`config.mk`:
```
export PLATFORM = sky130hd
export DESIGN_NAME = bbms_front
export DESIGN_NICKNAME = d
export VERILOG_FILES = /design/src/rtl/bbms_pkg.sv /design/src/rtl/bbms_front.sv
export SDC_FILE = /design/constraint.sdc
export NUM_CORES = 2
export LEC_CHECK = 0
export BUFFER_PORTS_ARGS = -buffer_cell sky130_fd_sc_hd__buf_2
export CORE_AREA = 4 4 345 347
export CTS_BUF_LIST = sky130_fd_sc_hd__clkbuf_2
export DETAILED_ROUTE_END_ITERATION = 10
export DIE_AREA = 0 0 349 351
export PLACE_DENSITY = 0.5
export SYNTH_ARGS = -nofsm -noshare
export SYNTH_HDL_FRONTEND = slang
export SYNTH_SLANG_ARGS = --single-unit
```
`constraint.sdc`:
```
create_clock -name i_clk -period 13.61 [get_ports i_clk]
set_clock_uncertainty 0.2 [all_clocks]
set_input_delay 2.0415 -clock i_clk [delete_from_list [all_inputs] [get_ports i_clk]]
set_output_delay 2.0415 -clock i_clk [all_outputs]
set_load 0.005 [all_outputs]
```
`src/rtl/bbms_pkg.sv`:
```
// ----------------------------------------------------------------------------
// bbms_pkg
// Shared types and constants of the bilinear bump map sampler.
// ----------------------------------------------------------------------------
package bbms_pkg;

    localparam int MAX_MAP_WIDTH   = 256;
    localparam int MAX_MAP_HEIGHT  = 256;
    localparam int COORD_FRAC_BITS = 16;
    localparam int WEIGHT_BITS     = 8;
    localparam int SCALE_FRAC_BITS = 8;
    localparam int POS_FRAC_BITS   = COORD_FRAC_BITS + SCALE_FRAC_BITS;

    localparam int COORD_W   = 24;
    localparam int SCALE_W   = 16;
    localparam int SIZE_W    = 9;
    localparam int IDX_W     = 8;
    localparam int ADDR_W    = 16;
    localparam int TEXEL_W   = 8;
    localparam int HEIGHT_W  = 16;
    localparam int CFG_IDX_W = 3;
    localparam int CFG_DATA_W = 16;
    localparam int STORE_DEPTH = 65536;
    localparam int QUEUE_DEPTH = 4;

    localparam logic CMD_WRITE  = 1'b0;
    localparam logic CMD_SAMPLE = 1'b1;

    localparam logic [CFG_IDX_W-1:0] REG_SCALE_U    = 3'd0;
    localparam logic [CFG_IDX_W-1:0] REG_SCALE_V    = 3'd1;
    localparam logic [CFG_IDX_W-1:0] REG_MAP_WIDTH  = 3'd2;
    localparam logic [CFG_IDX_W-1:0] REG_MAP_HEIGHT = 3'd3;

    // one queued word: texel write or sample with its four read addresses
    typedef struct packed {
        logic                         cmd;
        logic [3:0][ADDR_W-1:0]       addr;
        logic [TEXEL_W-1:0]           value;
        logic [WEIGHT_BITS-1:0]       fx;
        logic [WEIGHT_BITS-1:0]       fy;
    } t_bbms_entry;

    typedef struct packed {
        logic [IDX_W-1:0]       lo;
        logic [IDX_W-1:0]       hi;
        logic [WEIGHT_BITS-1:0] wt;
    } t_bbms_axis;

endpackage

```
`src/rtl/bbms_front.sv`:
```
// ----------------------------------------------------------------------------
// bbms_front
// Accepts words, wraps and splits coordinates, forms texel addresses.
// ----------------------------------------------------------------------------
module bbms_front (
    input  logic                              i_clk,
    input  logic                              i_rst_n,
    input  logic                              i_valid,
    output logic                              o_stall,
    input  logic                              i_command,
    input  logic signed [bbms_pkg::COORD_W-1:0] i_u_coord,
    input  logic signed [bbms_pkg::COORD_W-1:0] i_v_coord,
    input  logic [bbms_pkg::ADDR_W-1:0]       i_texel_address,
    input  logic [bbms_pkg::TEXEL_W-1:0]      i_texel_value,
    input  logic [bbms_pkg::SCALE_W-1:0]      i_scale_u,
    input  logic [bbms_pkg::SCALE_W-1:0]      i_scale_v,
    input  logic [bbms_pkg::SIZE_W-1:0]       i_width,
    input  logic [bbms_pkg::SIZE_W-1:0]       i_height,
    output logic                              o_push,
    output bbms_pkg::t_bbms_entry             o_entry,
    input  logic                              i_full
);
    import bbms_pkg::*;

    localparam int PROD_W = POS_FRAC_BITS + SIZE_W;

    function automatic t_bbms_axis axis_split(input logic [POS_FRAC_BITS-1:0] c,
                                              input logic [SIZE_W-1:0] size);
        logic [PROD_W-1:0] prod;
        logic [PROD_W-1:0] t;
        logic              neg;
        logic [SIZE_W-1:0] idx;
        logic [SIZE_W-1:0] nxt;
        logic [SIZE_W-1:0] lim;
        t_bbms_axis        r;
        prod = PROD_W'(c) * PROD_W'(size);
        // half-texel offset
        neg  = prod < (PROD_W'(1) << (POS_FRAC_BITS - 1));
        t    = prod - (PROD_W'(1) << (POS_FRAC_BITS - 1));
        lim  = size - SIZE_W'(1);
        idx  = neg ? '0 : t[PROD_W-1:POS_FRAC_BITS];
        nxt  = neg ? '0 : idx + SIZE_W'(1);
        if (idx > lim) idx = lim;
        if (nxt > lim) nxt = lim;
        r.lo = idx[IDX_W-1:0];
        r.hi = nxt[IDX_W-1:0];
        r.wt = t[POS_FRAC_BITS-1 -: WEIGHT_BITS];
        return r;
    endfunction

    function automatic logic [ADDR_W-1:0] lin_addr(input logic [IDX_W-1:0] row,
                                                   input logic [IDX_W-1:0] col,
                                                   input logic [SIZE_W-1:0] w);
        logic [IDX_W+SIZE_W:0] a;
        a = (IDX_W+SIZE_W+1)'(row) * (IDX_W+SIZE_W+1)'(w) + (IDX_W+SIZE_W+1)'(col);
        return a[ADDR_W-1:0];
    endfunction

    logic f_en;
    logic accept;

    // stage 1: wrap
    logic                     r_s1_v;
    logic                     r_s1_cmd;
    logic [POS_FRAC_BITS-1:0] r_s1_cu;
    logic [POS_FRAC_BITS-1:0] r_s1_cv;
    logic [ADDR_W-1:0]        r_s1_addr;
    logic [TEXEL_W-1:0]       r_s1_value;
    logic [COORD_W+SCALE_W-1:0] prod_u;
    logic [COORD_W+SCALE_W-1:0] prod_v;

    // stage 2: index and weight
    logic              r_s2_v;
    logic              r_s2_cmd;
    t_bbms_axis        r_s2_x;
    t_bbms_axis        r_s2_y;
    logic [ADDR_W-1:0] r_s2_addr;
    logic [TEXEL_W-1:0] r_s2_value;

    // stage 3: addresses
    logic        r_s3_v;
    t_bbms_entry r_s3;
    t_bbms_entry n_s3;

    assign f_en    = !r_s3_v || !i_full;
    assign o_stall = !f_en;
    assign accept  = i_valid && f_en;
    assign o_push  = r_s3_v && f_en;
    assign o_entry = r_s3;

    assign prod_u = (COORD_W+SCALE_W)'($unsigned(i_u_coord)) * (COORD_W+SCALE_W)'(i_scale_u);
    assign prod_v = (COORD_W+SCALE_W)'($unsigned(i_v_coord)) * (COORD_W+SCALE_W)'(i_scale_v);

    always_comb begin
        n_s3       = '0;
        n_s3.cmd   = r_s2_cmd;
        n_s3.value = r_s2_value;
        n_s3.fx    = r_s2_x.wt;
        n_s3.fy    = r_s2_y.wt;
        if (r_s2_cmd == CMD_WRITE) begin
            n_s3.addr[0] = r_s2_addr;
        end else begin
            n_s3.addr[0] = lin_addr(r_s2_y.lo, r_s2_x.lo, i_width);
            n_s3.addr[1] = lin_addr(r_s2_y.lo, r_s2_x.hi, i_width);
            n_s3.addr[2] = lin_addr(r_s2_y.hi, r_s2_x.lo, i_width);
            n_s3.addr[3] = lin_addr(r_s2_y.hi, r_s2_x.hi, i_width);
        end
    end

    always_ff @(posedge i_clk) begin
        if (!i_rst_n) begin
            r_s1_v <= 1'b0;
            r_s2_v <= 1'b0;
            r_s3_v <= 1'b0;
        end else if (f_en) begin
            r_s1_v <= accept;
            r_s2_v <= r_s1_v;
            r_s3_v <= r_s2_v;
        end
    end

    always_ff @(posedge i_clk) begin
        if (f_en) begin
            r_s1_cmd   <= i_command;
            r_s1_cu    <= prod_u[POS_FRAC_BITS-1:0];
            r_s1_cv    <= prod_v[POS_FRAC_BITS-1:0];
            r_s1_addr  <= i_texel_address;
            r_s1_value <= i_texel_value;
            r_s2_cmd   <= r_s1_cmd;
            r_s2_x     <= axis_split(r_s1_cu, i_width);
            r_s2_y     <= axis_split(r_s1_cv, i_height);
            r_s2_addr  <= r_s1_addr;
            r_s2_value <= r_s1_value;
            r_s3       <= n_s3;
        end
    end
endmodule

```
[After elaboration in Yosys (flattened, before gate mapping)]
Index checks and enable logic that the tools add are counted.
Storage, ports and cells
  word-level logic and storage cells: 62
  register bits after elaboration: 238
Operators by class
  muxes and demuxes: 9
  order comparisons: 6
  add/sub/neg operators: 10
  reductions and logical operators: 6
  multipliers: 6
Operators with widths (count)
  $lt 33x24->1 const B: 2
  $mul 24x9->33: 2
  $sub 33x24->33 const B: 2
  $add 16x8->16: 4
  $mul 24x16->24: 2
  $gt 9x9->1: 4
  $mux 9: 4
  $mul 8x9->16: 2
  $mux 8: 4
  $add 9x1->9 const B: 2
  $sub 9x1->9 const B: 2
  $mux 16: 1
  $logic_not 1->1: 3
  $logic_and 1x1->1: 2
  $logic_or 1x1->1: 1

[Depth between registers and ports, before layout]
  depth after elaboration: 7
  gate-level depth with buffers: 42
  mapped depth without buffers: 39

[Worst setup path after synthesis]
Ideal clock, no wire load.
  kind: in2reg
  start: input i_width[0] (netlist bit)
  end: register r_s2_x[14] (netlist bit), data pin
  stages on the path: 41
  slack: 2.724 ns
  arrival: 10.431 ns
  path through: clkbuf_1 clkbuf_1 nand2_1 fa_1 inv_1 fa_1 inv_1 fa_1 fa_1 inv_1 ha_1 nand4_1 or3_1 a2111oi_0 nor3_1 a21oi_1 xor2_1 inv_1 [... 5 more ...] buf_2 nor2_1 ha_1 and2_1 ha_1 nor2b_1 o21a_1 o21a_1 o21a_1 o21a_1 o21ai_0 nand2b_1 a21oi_1 nor2b_1 o21ai_0 clkbuf_1 nor2_1 a31o_1
Between the ends
  cells in the longest elaborated chain, start to end: 7
  elaborated cells between the ends (all ways): 9
Ends and longest elaborated chain
  start: declaration: line bbms_front.sv:17  | input logic [bbms_pkg::SIZE_W-1:0] i_width,
  $mul 24x9->33: line bbms_front.sv:36  | prod = PROD_W'(c) * PROD_W'(size);
  $sub 33x24->33 or $lt 33x24->1 (tied branches): line bbms_front.sv:39, bbms_front.sv:38
  $mux 9: line bbms_front.sv:41  | idx = neg ? '0 : t[PROD_W-1:POS_FRAC_BITS];
  $add 9x1->9: line bbms_front.sv:42  | nxt = neg ? '0 : idx + SIZE_W'(1);
  $mux 9: line bbms_front.sv:42
  $gt 9x9->1: line bbms_front.sv:44  | if (nxt > lim) nxt = lim;
  $mux 8 *: line bbms_front.sv:44
  end signal: assignment: line bbms_front.sv:130  | r_s2_x <= axis_split(r_s1_cu, i_width);
  end: declaration: line bbms_front.sv:75  | t_bbms_axis r_s2_x;
Every way passes the cells marked *; elsewhere a longest branch is shown, timed or not.
A chain may end at the register's enable or synchronous reset.

[Final worst setup path]
  start: input i_width[0] (netlist bit)
  end: register r_s2_x[12] (netlist bit), data pin
Same word-level chain as after synthesis.

==> metrics.yaml <==
outcome:
  status: "completed"
timing:
  rsz0062_at_grt: "no"
  hold_violations: 0
  finalCriticalPeriod_ns: 10.74
  fin_crit_sh_pct: 78.9
  setup_violations: 0
  max_freq_ghz: 0.0931
  tightestPinTransition_ns: 0.960
  fin_ws_ns: 2.87
  max_slew_margin_pct: 36.0
  final.setup.tns_ns: 0
  drv_slew: 0
critical_path:
  critPathMostFrequentCell: "inv_1"
  arrival_ns: 11.29
  cpMaxStageDelayCell: "buf_2"
  endpoint_kind: "flop"
  crit_type: "input pin to flop"
  crit_path_start_kind: "input pin"
  slowest_delay_ns: 0.68
  cp.required_ns: 14.16
  crit_fanout: 43
synthesis:
  yosys.area_share.simple_pct: 17.3
  synth-compound-area-share_pct: 6.09
  synth_top_family_by_area: "adder cells"
  async_flop_share_pct: 0
  synth_area_mm2: 0.0438
  muxShareOfSynthArea_pct: 1.03
  synthDistinctLibCells: 96
  synth_ff_type: "edfxtp_1"
  synth_xor_area_share_pct: 4.56
  syn_area_per_cell_um2: 9.50
  synth_fp_nets: 5868
  synth_edf_count: 235
  synth.yosys.seq_area_share_pct: 16.3
  yosysMostFrequentCell: "inv_1"
  synth.area.top_cells: "fa_1, edfxtp_1, ha_1"
  synth_top_area_share_pct: 35.6
  synth_seq_cells: 238
  synthAdderAreaFrac_pct: 45.7
  synth_top_area_cell: "fa_1"
  yosysWarnings: 0
  postSynthCellCount: 4607
  synth_common_cells: "inv_1, fa_1, nand2_1"
floorplan:
  initial_core_util_pct: 37.8
  row_count: 125
  num_io_pins: 218
  die_x_um: 349
  die_h_um: 351
  die-area_mm2: 0.122
  core_mm2: 0.116
job:
  cap_violations: 0
clocking:
  ctsResizeCount: 0
  clk-insertion-delay-late_ns: 1.05
  clk_pin_slew_worst_paths_ns: 0.10
  post_cts_buffers: 0
  htree_levels: 3
  cts_made_buffers: 66
  cts_root_buf: "clkbuf_2"
  clockBufferDepth: 3
  cts_tree: "yes"
  ctsHoldBuffers: 0
  clkSinkCount: 238
placement:
  dpl.hpwl_um: 84500
  port_buffers: 217
  place.gp.congestion: 0.833
  place_ws_ns: 1.89
drt:
  wirelength_um: 109000
  drc: 0
  vias: 30400
  dr.pass1.iters: 7
  drtIter0Drc: 1331
  wl_per_cell_um: 17.3
  via_per_inst: 4.83
  ant_nets: 0
worst_hold_path:
  worstHoldPathType: "flop to flop"
global_route:
  antenna_found_initial: 2
  grt_pass1_vias: 32600
  grt_overflow: 0
  grt_pass1_wl_um: 178000
  grt_max_degree: 149
  grtUsageTotal_pct: 18.1
finish:
  drive_above_1_share_pct: 8.38
  syn2layout_area_growth_pct: 6.95
  final_nets: 5975
==> layout make-up <==
class / count / area [um^2]
Timing Repair Buffer: 229 / 1190
Clock buffer: 89 / 445
Inverter: 856 / 3210
Multi-Input combinational cell: 3323 / 32700
Tap cell: 1524 / 1910
Clock inverter: 26 / 229
Fill cell: 11600 / 69100
Sequential cell: 238 / 7120
Antenna cell: 1 / 2.50
==> flip-flops by register name (all words and copies together), names as in the netlist, 8 cells and up <==
register,flops
r_s2_value,8
r_s1_value,8
o_entry,89
r_s2_x,16
r_s1_addr,16
r_s1_cu,24
n_s3,16
r_s2_y,16
r_s1_cv,24
r_s2_addr,16
==> per-layer routing <==
metal  global-route usage [%]  share of wire, %  up-vias
met4                     3.96               1.6        2
met2                     29.9                46      577
li1                         -                 -    14500
met1                     25.7                48    15200
met3                     2.07               3.9      116
met5                        0             0.012        -
==> worst max-delay path, delay by kind of cell <==
family / cells / cell delay [ns]
buf+inv: 7 / 1.21
simple gates: 9 / 1.54
compound gates: 13 / 2.92
fa+ha+maj: 8 / 3.02
mux: 2 / 0.56
==> cells by family (layout without fill, tap and decap cells) <==
group	Yosys count	count (layout)
xor gates and xnor gates	227	227
and+or+nand+nor	1522	1522
other	0	1
adders and majority gates	1134	1134
muxes	42	42
DFF	238	238
buffers and inverters	1046	1200
AOI/OAI and AO/OA	398	398
==> metrics by stage <==
step / hold slack (ns) / area [um^2] / utilization [%] / std cells
finish: 0.213 / 46800 / 40.4 / 6286
global route: 0.213 / 46800 / 40.4 / 6286
CTS: 0.209 / 46800 / 40.4 / 6285
detailed placement: 0.205 / 46200 / 39.8 / 6170
global placement: 0.200 / 46200 / 39.8 / 6170
floorplan: 0.200 / 43800 / - / 4607
==> cell usage in the layout (no fill, tap or decap), drive strengths merged, types with 5 or more instances in the layout <==
cell	count
inv	857
fa	778
nand2	661
and2	522
ha	356
edfxtp	235
buf	229
xnor2	169
nor2	130
a21oi	128
clkbuf	89
o21ai	64
xor2	58
a21o	49
nor3	44
o21bai	35
nand3	29
nor2b	26
o21a	22
a211oi	22
mux2i	21
mux2	21
clkinv	19
and3	16
or2	16
nand2b	15
a31oi	15
nand4	12
or3	12
o211ai	11
nor4	8
nand3b	7
o31ai	6
a2111oi	6
a21boi	5
and4	5
o311ai	5
==> worst paths after layout <==
path                            startpoint          end  slack [ns]  cells after the start
worst max-delay path            i_width[0]   r_s2_x[12]        2.87                     39
worst min-delay path              n_s3[14]  o_entry[14]        0.21                      0
worst max register to register  r_s1_cv[7]   r_s2_y[10]        4.02                     35
worst min register to register    n_s3[14]  o_entry[14]        0.21                      0
Power is not shown: default switching activity piles up to over one toggle a cycle in this logic, so the estimate is an artifact.
