File: config.mk
export PLATFORM = sky130hd
export DESIGN_NAME = bbms_queue
export DESIGN_NICKNAME = d
export VERILOG_FILES = /design/src/rtl/bbms_pkg.sv /design/src/rtl/bbms_queue.sv
export SDC_FILE = /design/constraint.sdc
export NUM_CORES = 1
export LEC_CHECK = 0
export ABC_AREA = 1
export BUFFER_PORTS_ARGS = -buffer_cell sky130_fd_sc_hd__clkbuf_2
export CELL_PAD_IN_SITES_DETAIL_PLACEMENT = 0
export CELL_PAD_IN_SITES_GLOBAL_PLACEMENT = 1
export CORE_MARGIN = 5
export CORE_UTILIZATION = 47
export DETAILED_ROUTE_END_ITERATION = 6
export PLACE_DENSITY_LB_ADDON = 0.1
export REMOVE_ABC_BUFFERS = 1
export SLEW_MARGIN = 25
export SYNTH_ARGS = -nofsm -noshare
export SYNTH_HDL_FRONTEND = slang
export SYNTH_SLANG_ARGS = --single-unit
File: constraint.sdc
create_clock -name i_clk -period 3.1 [get_ports i_clk]
set_input_delay 0.155 -clock i_clk [delete_from_list [all_inputs] [get_ports i_clk]]
set_output_delay 0.155 -clock i_clk [all_outputs]
set_load 0.05 [all_outputs]
File: src/rtl/bbms_pkg.sv
// ----------------------------------------------------------------------------
// bbms_pkg
// Shared types and constants of the bilinear bump map sampler.
// ----------------------------------------------------------------------------
package bbms_pkg;

    localparam int MAX_MAP_WIDTH   = 256;
    localparam int MAX_MAP_HEIGHT  = 256;
    localparam int COORD_FRAC_BITS = 16;
    localparam int WEIGHT_BITS     = 8;
    localparam int SCALE_FRAC_BITS = 8;
    localparam int POS_FRAC_BITS   = COORD_FRAC_BITS + SCALE_FRAC_BITS;

    localparam int COORD_W   = 24;
    localparam int SCALE_W   = 16;
    localparam int SIZE_W    = 9;
    localparam int IDX_W     = 8;
    localparam int ADDR_W    = 16;
    localparam int TEXEL_W   = 8;
    localparam int HEIGHT_W  = 16;
    localparam int CFG_IDX_W = 3;
    localparam int CFG_DATA_W = 16;
    localparam int STORE_DEPTH = 65536;
    localparam int QUEUE_DEPTH = 4;

    localparam logic CMD_WRITE  = 1'b0;
    localparam logic CMD_SAMPLE = 1'b1;

    localparam logic [CFG_IDX_W-1:0] REG_SCALE_U    = 3'd0;
    localparam logic [CFG_IDX_W-1:0] REG_SCALE_V    = 3'd1;
    localparam logic [CFG_IDX_W-1:0] REG_MAP_WIDTH  = 3'd2;
    localparam logic [CFG_IDX_W-1:0] REG_MAP_HEIGHT = 3'd3;

    // one queued word: texel write or sample with its four read addresses
    typedef struct packed {
        logic                         cmd;
        logic [3:0][ADDR_W-1:0]       addr;
        logic [TEXEL_W-1:0]           value;
        logic [WEIGHT_BITS-1:0]       fx;
        logic [WEIGHT_BITS-1:0]       fy;
    } t_bbms_entry;

    typedef struct packed {
        logic [IDX_W-1:0]       lo;
        logic [IDX_W-1:0]       hi;
        logic [WEIGHT_BITS-1:0] wt;
    } t_bbms_axis;

endpackage

File: src/rtl/bbms_queue.sv
// ----------------------------------------------------------------------------
// bbms_queue
// Short word queue between the front and back halves.
// ----------------------------------------------------------------------------
module bbms_queue (
    input  logic                  i_clk,
    input  logic                  i_rst_n,
    input  logic                  i_push,
    input  bbms_pkg::t_bbms_entry i_entry,
    output logic                  o_full,
    input  logic                  i_pop,
    output logic                  o_empty,
    output bbms_pkg::t_bbms_entry o_entry
);
    import bbms_pkg::*;

    localparam int PTR_W = $clog2(QUEUE_DEPTH);

    t_bbms_entry      r_buf [QUEUE_DEPTH];
    logic [PTR_W-1:0] r_wr;
    logic [PTR_W-1:0] r_rd;
    logic [PTR_W:0]   r_count;

    assign o_full  = r_count == (PTR_W+1)'(QUEUE_DEPTH);
    assign o_empty = r_count == '0;
    assign o_entry = r_buf[r_rd];

    always_ff @(posedge i_clk) begin
        if (!i_rst_n) begin
            r_wr    <= '0;
            r_rd    <= '0;
            r_count <= '0;
        end else begin
            if (i_push) r_wr <= r_wr + PTR_W'(1);
            if (i_pop)  r_rd <= r_rd + PTR_W'(1);
            if (i_push && !i_pop) begin
                r_count <= r_count + (PTR_W+1)'(1);
            end else if (!i_push && i_pop) begin
                r_count <= r_count - (PTR_W+1)'(1);
            end
        end
    end

    always_ff @(posedge i_clk) begin
        if (i_push) begin
            r_buf[r_wr] <= i_entry;
        end
    end
endmodule

==> Word-level counts from Yosys, hierarchy flattened <==
Memory sizes are Yosys's and may differ from the RTL's. A register that Yosys moved wholly into a read port is not among the register bits.
Index checks and enable logic that the tools add are counted.
{ "op_classes": {"addsub": 4, "eq_ne": 1, "mux": 6, "n_reduce_logical": 6} }
{ "ops": {"columns": ["operator", "count"], "rows": [
  ["2-to-1 mux 3 bit", 2],
  ["adder 2 x 1 -> 2 bit, second input constant", 2],
  ["2-to-1 mux 2 bit", 2],
  ["adder 3 x 1 -> 3 bit, second input constant", 1],
  ["equality test 3 bit, second input constant", 1],
  ["logical NOT 3 bit", 1],
  ["subtractor 3 x 1 -> 3 bit, second input constant", 1],
  ["logical AND 1 bit", 2],
  ["logical NOT 1 bit", 2],
  ["2-to-1 mux 1 bit", 2],
  ["nonzero test 2 bit", 1]
]} }
{ "word_totals": {"register_bits": 7, "ram_bits": 356, "output_inout_bits": 91, "mem_count": 1} }
{ "memory_table": {"columns": ["memory", "depth", "word_bits", "read_ports", "rd_ports_with_merged_regs", "write_ports", "line_no", "source"], "rows": [
  ["r_buf", 4, 89, 1, 1, 1, "bbms_queue.sv:19", "t_bbms_entry r_buf [QUEUE_DEPTH];"]
]} }

==> Depth between registers and ports, before layout <==
Gate-level depths: netlist of run 1.
{ "depth": {"word_depth": 4, "depth_mapped": 10, "mapped_depth_nobuf": 10} }

==> Least setup slack after synthesis of run 1 <==
No wires, ideal clock.
{ "synth_timing": {"kind": "register -> register", "start": "reg r_wr[0]", "end": "mem r_buf[2][0] (netlist name), enable pin", "setup_ns": 0.443, "arrival_time_ns": 2.310, "t_required_ns": 2.657, "setup_slack_ns": 0.348, "path_stages_with_launch": 5, "path_cell_list": "dfxtp_1 inv_1 ha_1 nand2_1 inv_1"} }
{ "synth_lines": {"columns": ["element", "line_no", "source"], "rows": [
  ["from (decl)", "bbms_queue.sv:20", "logic [PTR_W-1:0] r_wr;"],
  ["from (signal assigned)", "bbms_queue.sv:34", "if (i_push) r_wr <= r_wr + PTR_W'(1);"],
  ["to (decl)", "bbms_queue.sv:19", null]
]} }
Straight into the memory's write port.

==> metrics.txt, run 1 <==
Worst EP arrival=2.62 ns; wire length of the first global-routing pass=roughly 48000 um; Final Hold Viols=0; Slew @ Worst Pin=about 0.78 ns; hold wc startpoint=i_push; Antenna Nets Post-Route=0; synth top area cells=edfxtp_1 (79%), o21ai_0 (5.6%), nor2_1 (5.0%); Hold Path Stages=3; Starting Density=0.476; CP Cell Sequence=inv_2 -> buf_4 -> o21ai_0 -> o22ai_1 -> clkbuf_2; Synth top cells by count=edfxtp_1 (356), nor2_1 (183), o21ai_0 (153); clk buf depth=3; status=complete, no violations; Top FF cell, synth=edfxtp_1; PwrDens=666 nW/um^2; Synth cell types=21; Area Overhead vs Synth=24.2%; skew final=~0.011 ns; initial drt markers=535; port buffer count=roughly 180; core box area=between 20000 and 30000 sq um; Chip Height=between 150 and 200 um; initial antenna violation count=2; Rel. slew slack=0.479; post-synthesis cell area=between 10000 and 15000 sq um; CP delay by family, top=buffers and inverters; DRC viols=0; worst hold slack=0.0417 ns; via/cell ratio=5.22; vias in the first global route=~8600; synth warn=0; Num CTS Buffers=38; Mapped Avg Cell Area=roughly 15 sq um; Critical Path Fanout Max=67; clock transition at the registers of the reported paths=~0.060 ns; Synth area leader=edfxtp_1; H-tree levels=2; I/O pin count=184; largest net degree at the start of global routing=93; clock sinks=between 300 and 400; Root Driver=clkbuf_16; final setup violation count=0; EDFF count, synth=356; fin crit share=0.897; share of layout cells above drive strength 1=0.210; top-area cell type share of the netlist area=0.785; num rows=62; HP Class=primary input to flip-flop; Tmin final=roughly 2.8 ns; Startpoint Class=flip-flop; CP peak stage delay=between 0.6 and 0.7 ns; Power Total=11.3 mW; sequential share of the synthesized area=0.798; GRT overflow=0; first drt pass iteration count=5; Mapped Cells=919; R2R setup slack=between 1 and 1.5 ns; count leader, synth=edfxtp_1; CTS tree=yes; maximum capacitance violations=0; vias post-DR=~8400; Post-synth ARST share=0; Reg-to-Reg End=r_buf[0][63]$_DFFE_PP_; FF+latch count, synth=365; FF-to-FF Start=r_wr[0]$_SDFFE_PN0P_; R2R cell count=5; fin nets=between 1000 and 1500; max-slew violations=0; Critical Path Slowest Stage Cell=buf_4; Worst-Skew Late Latency=slightly above 0.5 ns; crit end category=primary output; fmax=approximately 0.36 GHz; hold worst-path end=r_wr[0]$_SDFFE_PN0P_; Wirelength per Cell=between 15 and 20 um; Max VDD drop=0.549 mV; CP bufs+invs=3; Tot GR Track Use=0.181; Routed WL=roughly 30000 um; critical path class=flip-flop to primary output; P_leak=approximately 6 nW; Die X=between 150 and 200 um; gp weighted congestion=about 0.7; die footprint=between 30000 and 40000 sq um; critical path required time=about 2.9 ns; RSZ-0062 raised after global routing=no; post-detail-place hpwl=between 15000 and 20000 um
==> power breakdown <==
group / internal (mW) / leakage, nW / total [mW] / switching, mW
registers: 5.64 / 3.35 / 5.70 / 0.0621
clock network: 2.29 / 0.529 / 4.00 / 1.71
logic: 0.395 / 2.14 / 1.57 / 1.18
total: 8.33 / 6.01 / 11.3 / 2.95
==> how the worst max path moves through the flow <==
| stage | slack, ns | endpoint | from | cells past startpoint |
|---|---|---|---|---|
| finish | 0.32 | o_entry[78] | flip-flop | 5 |
| global route | 0.15 | o_entry[3] | flip-flop | 5 |
| CTS | 0.25 | o_entry[78] | flip-flop | 5 |
| detailed placement | 0.79 | o_entry[78] | flip-flop | 5 |
| global placement | 0.83 | o_entry[78] | flip-flop | 5 |
| floorplan | -1.70 | o_entry[0] | flip-flop | 3 |
==> state kept, by name (all words and copies together), names as in the netlist, named ones only <==
signal and cells:
r_rd 2, r_count 3, r_wr 2, r_buf 356
==> worst reg2reg max path, cell delays in order (launching register included) <==
cell	delay, ns
dfxtp_1	0.33
inv_1	0.12
ha_1	0.16
nand2_1	0.08
inv_4	0.38
buf_4	0.42
==> repair_timing <==
| action | 4_1_cts | 5_1_grt |
|---|---|---|
| setup buffers | 0 | 0 |
| endpoints found under the hold margin | 365 | 0 |
| hold buffers | 91 | 0 |
| resized for setup | 0 | 0 |
==> stage by stage <==
stage,utilization,cells,TNS (ns),area (sq um),setup WS (ns)
final,0.591,1603,0,16900,0.321
after global routing,0.591,1603,0,16900,0.151
after CTS,0.591,1602,0,16900,0.247
after detailed placement,0.521,1448,0,14900,0.792
after global placement,0.521,1448,0,14900,0.829
after floorplan,-,861,-149.11,13300,-1.70
==> routing by layer <==
layer,share of wire,track usage,vias to the layer above
li1,-,-,4013
met1,0.44,0.247,4107
met2,0.48,0.304,205
met3,0.055,0.0371,45
met4,0.018,0.0430,2
met5,0.00043,0,-
==> cells by family (layout without fill, tap and decap cells) <==
group	Yosys count	in the layout	share of synthesized area
buffers and inverters	75	374	0.0312
adders and majority gates	6	6	0.00606
AOI/OAI and AO/OA	277	277	0.110
other	0	1	0
and+or+nand+nor	196	196	0.0545
DFF	365	365	0.798
==> cell usage in the layout (no fill, tap or decap) <==
cell / count
inv_4: 4
inv_2: 1
inv_1: 11
inv_6: 2
clkinv_1: 8
clkinv_2: 4
clkbuf_1: 10
diode_2: 1
buf_4: 12
dlygate4sd3_1: 91
nand4_1: 1
dfxtp_1: 7
clkbuf_16: 39
o22ai_1: 89
o21ai_0: 153
nand2_1: 9
buf_12: 8
clkbuf_2: 183
o21ai_1: 31
nand3_1: 1
clkinv_4: 1
edfxtp_1: 356
a21oi_1: 4
nor2_1: 183
ha_1: 5
dfxtp_4: 1
dfxtp_2: 1
fa_1: 1
nor3_1: 2
==> final cells by class <==
cell class / instances / area (sq um)
antenna: 1 / 2.50
clock buffer: 49 / 1010
clock inverter: 14 / 67.6
fill: 2256 / 11700
inverter: 17 / 78.8
multi-input combinational: 479 / 2320
sequential: 365 / 10900
tap: 384 / 480
timing repair buffer: 294 / 2080
(Power assumes the default switching activity.)
==> inputs of run 2 (changes only) <==
==> constraint.sdc (replaced) <==
create_clock -name i_clk -period 3.1 [get_ports i_clk]
set_input_delay 0.155 -clock i_clk [delete_from_list [all_inputs] [get_ports i_clk]]
set_output_delay 0.155 -clock i_clk [all_outputs]
set_load 0.01 [all_outputs]
==> run 2 against run 1 <==
Against the previous run:
- worst setup slack gained 0.19 ns
- critical path depth stayed put
- first-iteration DRC count up 2.1%
- fmax grew 7.4%
- total power shrank 3.4%
- cell count increased by 0.31%
- global-route usage shrank 0.14 points
- sequential share of layout area is 0.14 points lower
- combinational power fell by 32%
- clock power is 3% higher
- die area did not move
- core utilization grew 0.13 points
==> metrics.txt, run 2 (synthesized netlist as in run 1, its figures left out) <==
Routed WL=29900 um (-0.68%); Filler Cells Inserted=2267 (+0.49%); Critical Path Stages=5 (unchanged); DRC viols=0 (unchanged); max reg flops=356 (unchanged); num rows=62 (unchanged); GR Util met2=0.294 (-0.0101); Antenna diodes=0 (-1); I/O pin count=184 (unchanged); GR Util met3=0.0357 (-0.00141); first drt pass iteration count=5 (unchanged); critical path class=flip-flop to primary output; RSZ-0062 raised after global routing=no; PnR worst setup slack=0.511 ns (+0.191 ns); critical path required time=2.94 ns (about the same); Chip Height=180 um (unchanged); largest registers=r_buf (356), r_count (3); maximum capacitance violations=0 (unchanged); status=complete, no violations; Placed Cells=1447 (-0.069%); hold wc startpoint=i_entry[10]; H-tree levels=2 (unchanged); R2R setup slack=1.23 ns (-0.05 ns); Root Driver=clkbuf_16; Critical Path Fanout Max=57 (-15%); max-slew violations=0 (unchanged); CP delay by family, top=buffers and inverters; Final Hold Viols=0 (unchanged); routing usage on met1=0.252 (+0.00494); clock sinks=365 (unchanged); share of layout cells above drive strength 1=0.210 (-0.000213); final setup violation count=0 (unchanged); GRT overflow=0 (unchanged); CTS tree=yes; CP Cell Sequence=inv_2 -> buf_4 -> o21ai_0 -> o22ai_1 -> clkbuf_2; Starting Density=0.476 (unchanged); CP peak stage delay=0.56 ns (-0.06 ns); port buffer count=183 (unchanged); Num CTS Buffers=38 (unchanged); Worst Setup EP=o_entry[78]; Setup Buffers After CTS=0 (unchanged); wire length of the first global-routing pass=46800 um (-1.6%); crit end category=primary output; HP Class=primary input to flip-flop; worst hold slack=0.404 ns (+0.363 ns); Slew @ Worst Pin=0.938 ns (+0.156 ns); clk buf depth=3 (unchanged); Top reg by flops=r_buf; utilization after layout=0.592 (+0.00127); R2R cell count=4 (-1); Wirelength per Cell=18.6 um (-0.99%); Tot GR Track Use=0.180 (-0.00143); vias in the first global route=8278 (-3.5%); clock transition at the registers of the reported paths=0.06 ns (about the same); fin crit share=0.835 (-0.0615); DP Area=14900 sq um (-0.22%); most frequent cells in the layout=edfxtp_1 (356), nor2_1 (183), clkbuf_2 (183); Worst EP arrival=2.43 ns (-0.19 ns); Rel. slew slack=0.374 (-0.104); Power Total=10.9 mW (-3.4%); Antenna Nets Post-Route=0 (unchanged); via/cell ratio=5.18 (-0.76%); fmax=0.386 GHz (+7.4%); skew final=0.00995 ns (-0.000759 ns); Max VDD drop=0.379 mV (-31%); core box area=28600 sq um (unchanged); commonest non-fill, non-tap cell in the layout=edfxtp_1; Worst-Skew Late Latency=0.51 ns (about the same); Die X=180 um (unchanged); fin nets=1294 (unchanged); post-detail-place hpwl=16200 um (-4.3%); P_leak=6.03 nW (+0.34%); Tmin final=2.59 ns (-0.191 ns); Critical Path Slowest Stage Cell=buf_4; Most Crowded Layer GR=met2; Area Overhead vs Synth=24.5%; pre-CTS setup slack=1.09 ns (+0.294 ns); Reg-to-Reg End=r_buf[3][12]$_DFFE_PP_; die footprint=32500 sq um (unchanged); FF-to-FF Start=r_wr[0]$_SDFFE_PN0P_; Startpoint Class=flip-flop; Sum Neg Setup Slack=0 ns (unchanged); initial antenna violation count=1 (-1); Post-Layout Cell Count=1608 (+0.31%); gp weighted congestion=0.718 (+2.5%); PwrDens=642 nW/um^2 (-3.6%); largest net degree at the start of global routing=179 (+92%); CP bufs+invs=3 (unchanged); final instance area=17000 sq um (+0.21%); initial drt markers=546 (+2.1%); vias post-DR=8334 (-0.45%)
[run 2: changes by cell type in the layout (fill, tap and decap cells not counted), sizes merged]
| cell | previous run | this run |
|---|---|---|
| clkinv | 13 | 16 |
| buf | 20 | 19 |
| diode | 1 | 0 |
| clkbuf | 232 | 235 |
| dlygate4sd3 | 91 | 92 |
[run 2: power breakdown]
| group | total, mW | leakage (nW) | switching, mW | internal [mW] |
|---|---|---|---|---|
| registers | 5.69 | 3.35 | 0.0524 | 5.64 |
| clock network | 4.13 | 0.560 | 1.72 | 2.41 |
| logic | 1.07 | 2.13 | 0.677 | 0.393 |
[run 2: worst register-to-register path: cells and delay by family, from the launching register on]
family / cells / cell delay, ns
adder cells (fa/ha/maj): 1 / 0.15
AND/OR/NAND/NOR: 1 / 0.08
flip-flops: 1 / 0.35
buffers and inverters: 2 / 0.95
[run 2: routing by layer]
layer  vias to the layer above  share of wire
met3                        41          0.052
met1                      4073           0.46
met2                       202           0.47
li1                       4016              -
met5                         -        0.00043
met4                         2          0.017
[run 2: how the worst min path moves through the flow]
stage	depth (start not counted)	slack, ns	end
finish	2	0.40	r_buf[3][10]$_DFFE_PP_
CTS	2	0.37	r_buf[2][27]$_DFFE_PP_
detailed placement	1	0.38	r_buf[0][21]$_DFFE_PP_
global placement	1	0.37	r_buf[1][87]$_DFFE_PP_
floorplan	0	0.25	r_buf[0][0]$_DFFE_PP_
global route	2	0.40	r_buf[3][36]$_DFFE_PP_
[run 2: timing repair]
item,CTS,global route
hold buffers,92,0
endpoints found under the hold margin,365,0
gates resized for setup,0,0
[run 2: final cells by class]
| class | instances | area (sq um) | share of cell area |
|---|---|---|---|
| clock inverters | 17 | 75.1 | 0.00443 |
| multi-input cells | 479 | 2320 | 0.137 |
| well taps | 384 | 480 | 0.0283 |
| clock buffers | 52 | 1070 | 0.0630 |
| inverters | 17 | 78.8 | 0.00465 |
| repair buffers | 294 | 2050 | 0.121 |
| flip-flops and latches | 365 | 10900 | 0.641 |
==> inputs of run 3 (changes only) <==
--- a/config.mk
+++ b/config.mk
@@ -10,7 +10,7 @@
 export CELL_PAD_IN_SITES_DETAIL_PLACEMENT = 0
 export CELL_PAD_IN_SITES_GLOBAL_PLACEMENT = 1
 export CORE_MARGIN = 5
-export CORE_UTILIZATION = 47
+export CORE_UTILIZATION = 43
 export DETAILED_ROUTE_END_ITERATION = 6
 export PLACE_DENSITY_LB_ADDON = 0.1
 export REMOVE_ABC_BUFFERS = 1
==> constraint.sdc (replaced) <==
create_clock -name i_clk -period 2.09 [get_ports i_clk]
set_input_delay 0.1045 -clock i_clk [delete_from_list [all_inputs] [get_ports i_clk]]
set_output_delay 0.1045 -clock i_clk [all_outputs]
set_load 0.01 [all_outputs]
==> run 3 against run 2 <==
Against the previous run:
- highest routed layer unchanged
- global-route usage shrank 1.1 points
- via count shrank 0.24%
- largest power group unchanged
- total power grew 53%
- first-iteration DRC count shrank 31%
==> metrics.txt, run 3 (synthesized netlist as in run 1, its figures left out) <==
Wirelength per Cell=19.4 um (+4.4%); clock transition at the registers of the reported paths=0.06 ns (about the same); DP Area=15100 sq um (+1.4%); metal3 WL=2100 um (+35%); num rows=65 (+4.8%); met2 WL post-DR=15000 um (+5.8%); Root Driver=clkbuf_16; fin nets=1304 (+0.77%); R2R setup slack=0.53 ns (-0.70 ns); Final Hold Viols=0 (unchanged); GRT overflow=0 (unchanged); fin crit share=0.955; Critical Path Fanout Max=15 (-74%); die footprint=35300 sq um (+8.8%); Critical Path Stages=5 (unchanged); CP peak stage delay=0.38 ns (-0.18 ns); initial drt markers=377 (-31%); most frequent cells in the layout=edfxtp_1 (356), nor2_1 (183), clkbuf_2 (183); top sig layer=met5; largest registers=r_buf (356), r_count (3); share of total power in sequential cells=0.508 (-0.014); Slew @ Worst Pin=0.461 ns (-0.478 ns); critical path class=flip-flop to primary output; crit end category=primary output; clock sinks=365 (unchanged); met1 WL=14200 um (+4.1%); Die X=188 um (+4.3%); CP Cell Sequence=inv_4 -> buf_4 -> o21ai_1 -> o22ai_1 -> clkbuf_2; RSZ-0062 raised after global routing=yes; Tot GR Track Use=0.169 (-0.0111); post-detail-place hpwl=17900 um (+10%); Routed WL=31800 um (+6.2%); via/cell ratio=5.08 (-1.9%); clk buf depth=3 (unchanged); CP bufs+invs=3 (unchanged); skew final=0.0101 ns (+0.000133 ns); Num CTS Buffers=39 (+2.6%); Max VDD drop=0.611 mV (+61%); Area Overhead vs Synth=27.3%; Switch Pwr=3.78 mW (+54%); commonest non-fill, non-tap cell in the layout=edfxtp_1; Clock Power Share=0.390 (+0.011); FF-to-FF Start=r_wr[0]$_SDFFE_PN0P_; DRC viols=0 (unchanged); Worst EP arrival=1.89 ns (-0.54 ns); vias in the first global route=8286 (+0.097%); Antenna diodes=0 (unchanged); Tmin final=~2 ns; final setup violation count=0 (unchanged); utilization after layout=0.552 (-0.0399); combinational share of power=0.102 (+0.004); initial antenna violation count=1 (unchanged); gp weighted congestion=0.713 (-0.72%); Startpoint Class=flip-flop; Rel. slew slack=0.693 (+0.318); PwrDens=958 nW/um^2 (+49%); largest net degree at the start of global routing=92 (-49%); vias post-DR=8314 (-0.24%); Critical Path Slowest Stage Cell=dfxtp_2; share of layout cells above drive strength 1=0.226 (+0.0161); wire length of the first global-routing pass=47300 um (+1.1%); switching share of total power=0.227 (+0.00205); R2R cell count=5 (+1); final instance area=17300 sq um (+2.3%); Reg-to-Reg End=r_buf[0][32]$_DFFE_PP_; core box area=31400 sq um (+9.7%); first drt pass iteration count=4 (-1); critical path required time=1.99 ns (-0.95 ns); Hold Path Stages=2 (unchanged); Chip Height=188 um (+4.3%); Antenna Nets Post-Route=0 (unchanged); CP delay by family, top=buffers and inverters; H-tree levels=2 (unchanged); status=complete, no violations; I/O pin count=184 (unchanged); Setup Buffers After CTS=0 (unchanged); fmax=roughly 0.5 GHz; Starting Density=0.434 (-0.0419); max reg flops=356 (unchanged); maximum capacitance violations=0 (unchanged); P_leak=6.20 nW (+2.8%); Top reg by flops=r_buf; Worst-Skew Late Latency=0.51 ns (about the same); max-slew violations=0 (unchanged); Worst Setup EP=o_entry[72]; port buffer count=183 (unchanged); HP Class=primary input to flip-flop; Power Internal=12.8 mW (+52%); CTS tree=yes
==> run 3: changes by cell type in the layout (fill, tap and decap cells not counted), moves of 3 or more <==
cell / change
buf_4: -6
clkinv_2: +9
buf_16: +3
clkbuf_1: -3
buf_12: +8
clkinv_1: -7
==> run 3: how the worst min path moves through the flow <==
| stage | startpoint | end |
|---|---|---|
| final | i_entry[81] | r_buf[0][81]$_DFFE_PP_ |
| after global routing | i_entry[4] | r_buf[0][4]$_DFFE_PP_ |
| after CTS | i_entry[66] | r_buf[2][66]$_DFFE_PP_ |
| after detailed placement | i_entry[66] | r_buf[2][66]$_DFFE_PP_ |
| after global placement | i_entry[55] | r_buf[3][55]$_DFFE_PP_ |
| after floorplan | i_entry[0] | r_buf[0][0]$_DFFE_PP_ |
==> run 3: metrics by stage <==
| stage | hold slack, ns | std cells | TNS [ns] | power, mW | setup WS (ns) |
|---|---|---|---|---|---|
| floorplan | 0.203 | 861 | -442.65 | 9.34 | -2.44 |
| global placement | 0.325 | 1472 | 0 | 10.1 | 0.526 |
| detailed placement | 0.323 | 1472 | 0 | 10.1 | 0.516 |
| CTS | 0.322 | 1634 | -0.0111 | 16.8 | -0.0111 |
| global route | 0.342 | 1636 | -0.0174 | 17.3 | -0.0118 |
| finish | 0.347 | 1636 | 0 | 16.6 | 0.0943 |
==> run 3: power groups by stage <==
stage          Sequential [mW]  Clock, mW  Combinational (mW)
6_report                  8.44       6.47                1.70
3_5_place_dp              8.59          0                1.55
4_1_cts                   8.44       6.62                1.70
5_1_grt                   8.46       6.95                1.89
2_1_floorplan             8.65          0               0.685
3_3_place_gp              8.58          0                1.54
==> run 3: layout make-up <==
class | count | area [sq um]
clock buffer | 49 | 1060
clock inverter | 21 | 153
fill | 2600 | 14100
inverter | 17 | 92.6
multi-input combinational | 479 | 2330
sequential | 365 | 10900
tap | 402 | 503
timing repair buffer | 303 | 2320
==> run 3: layer usage <==
layer  track usage  vias to the layer above
met4        0.0370                        2
met3        0.0428                       36
met1         0.232                     4015
met2         0.276                      217
met5             0                        -
li1              -                     4044
==> run 3: repair_timing <==
action | 4_1_cts | 5_1_grt
cloned | 0 | 2
endpoints found under the setup margin | 4 | 23
resized for setup | 3 | 9
hold buffers | 92 | 0
endpoints found under the hold margin | 365 | 0
pin swaps | 0 | 0
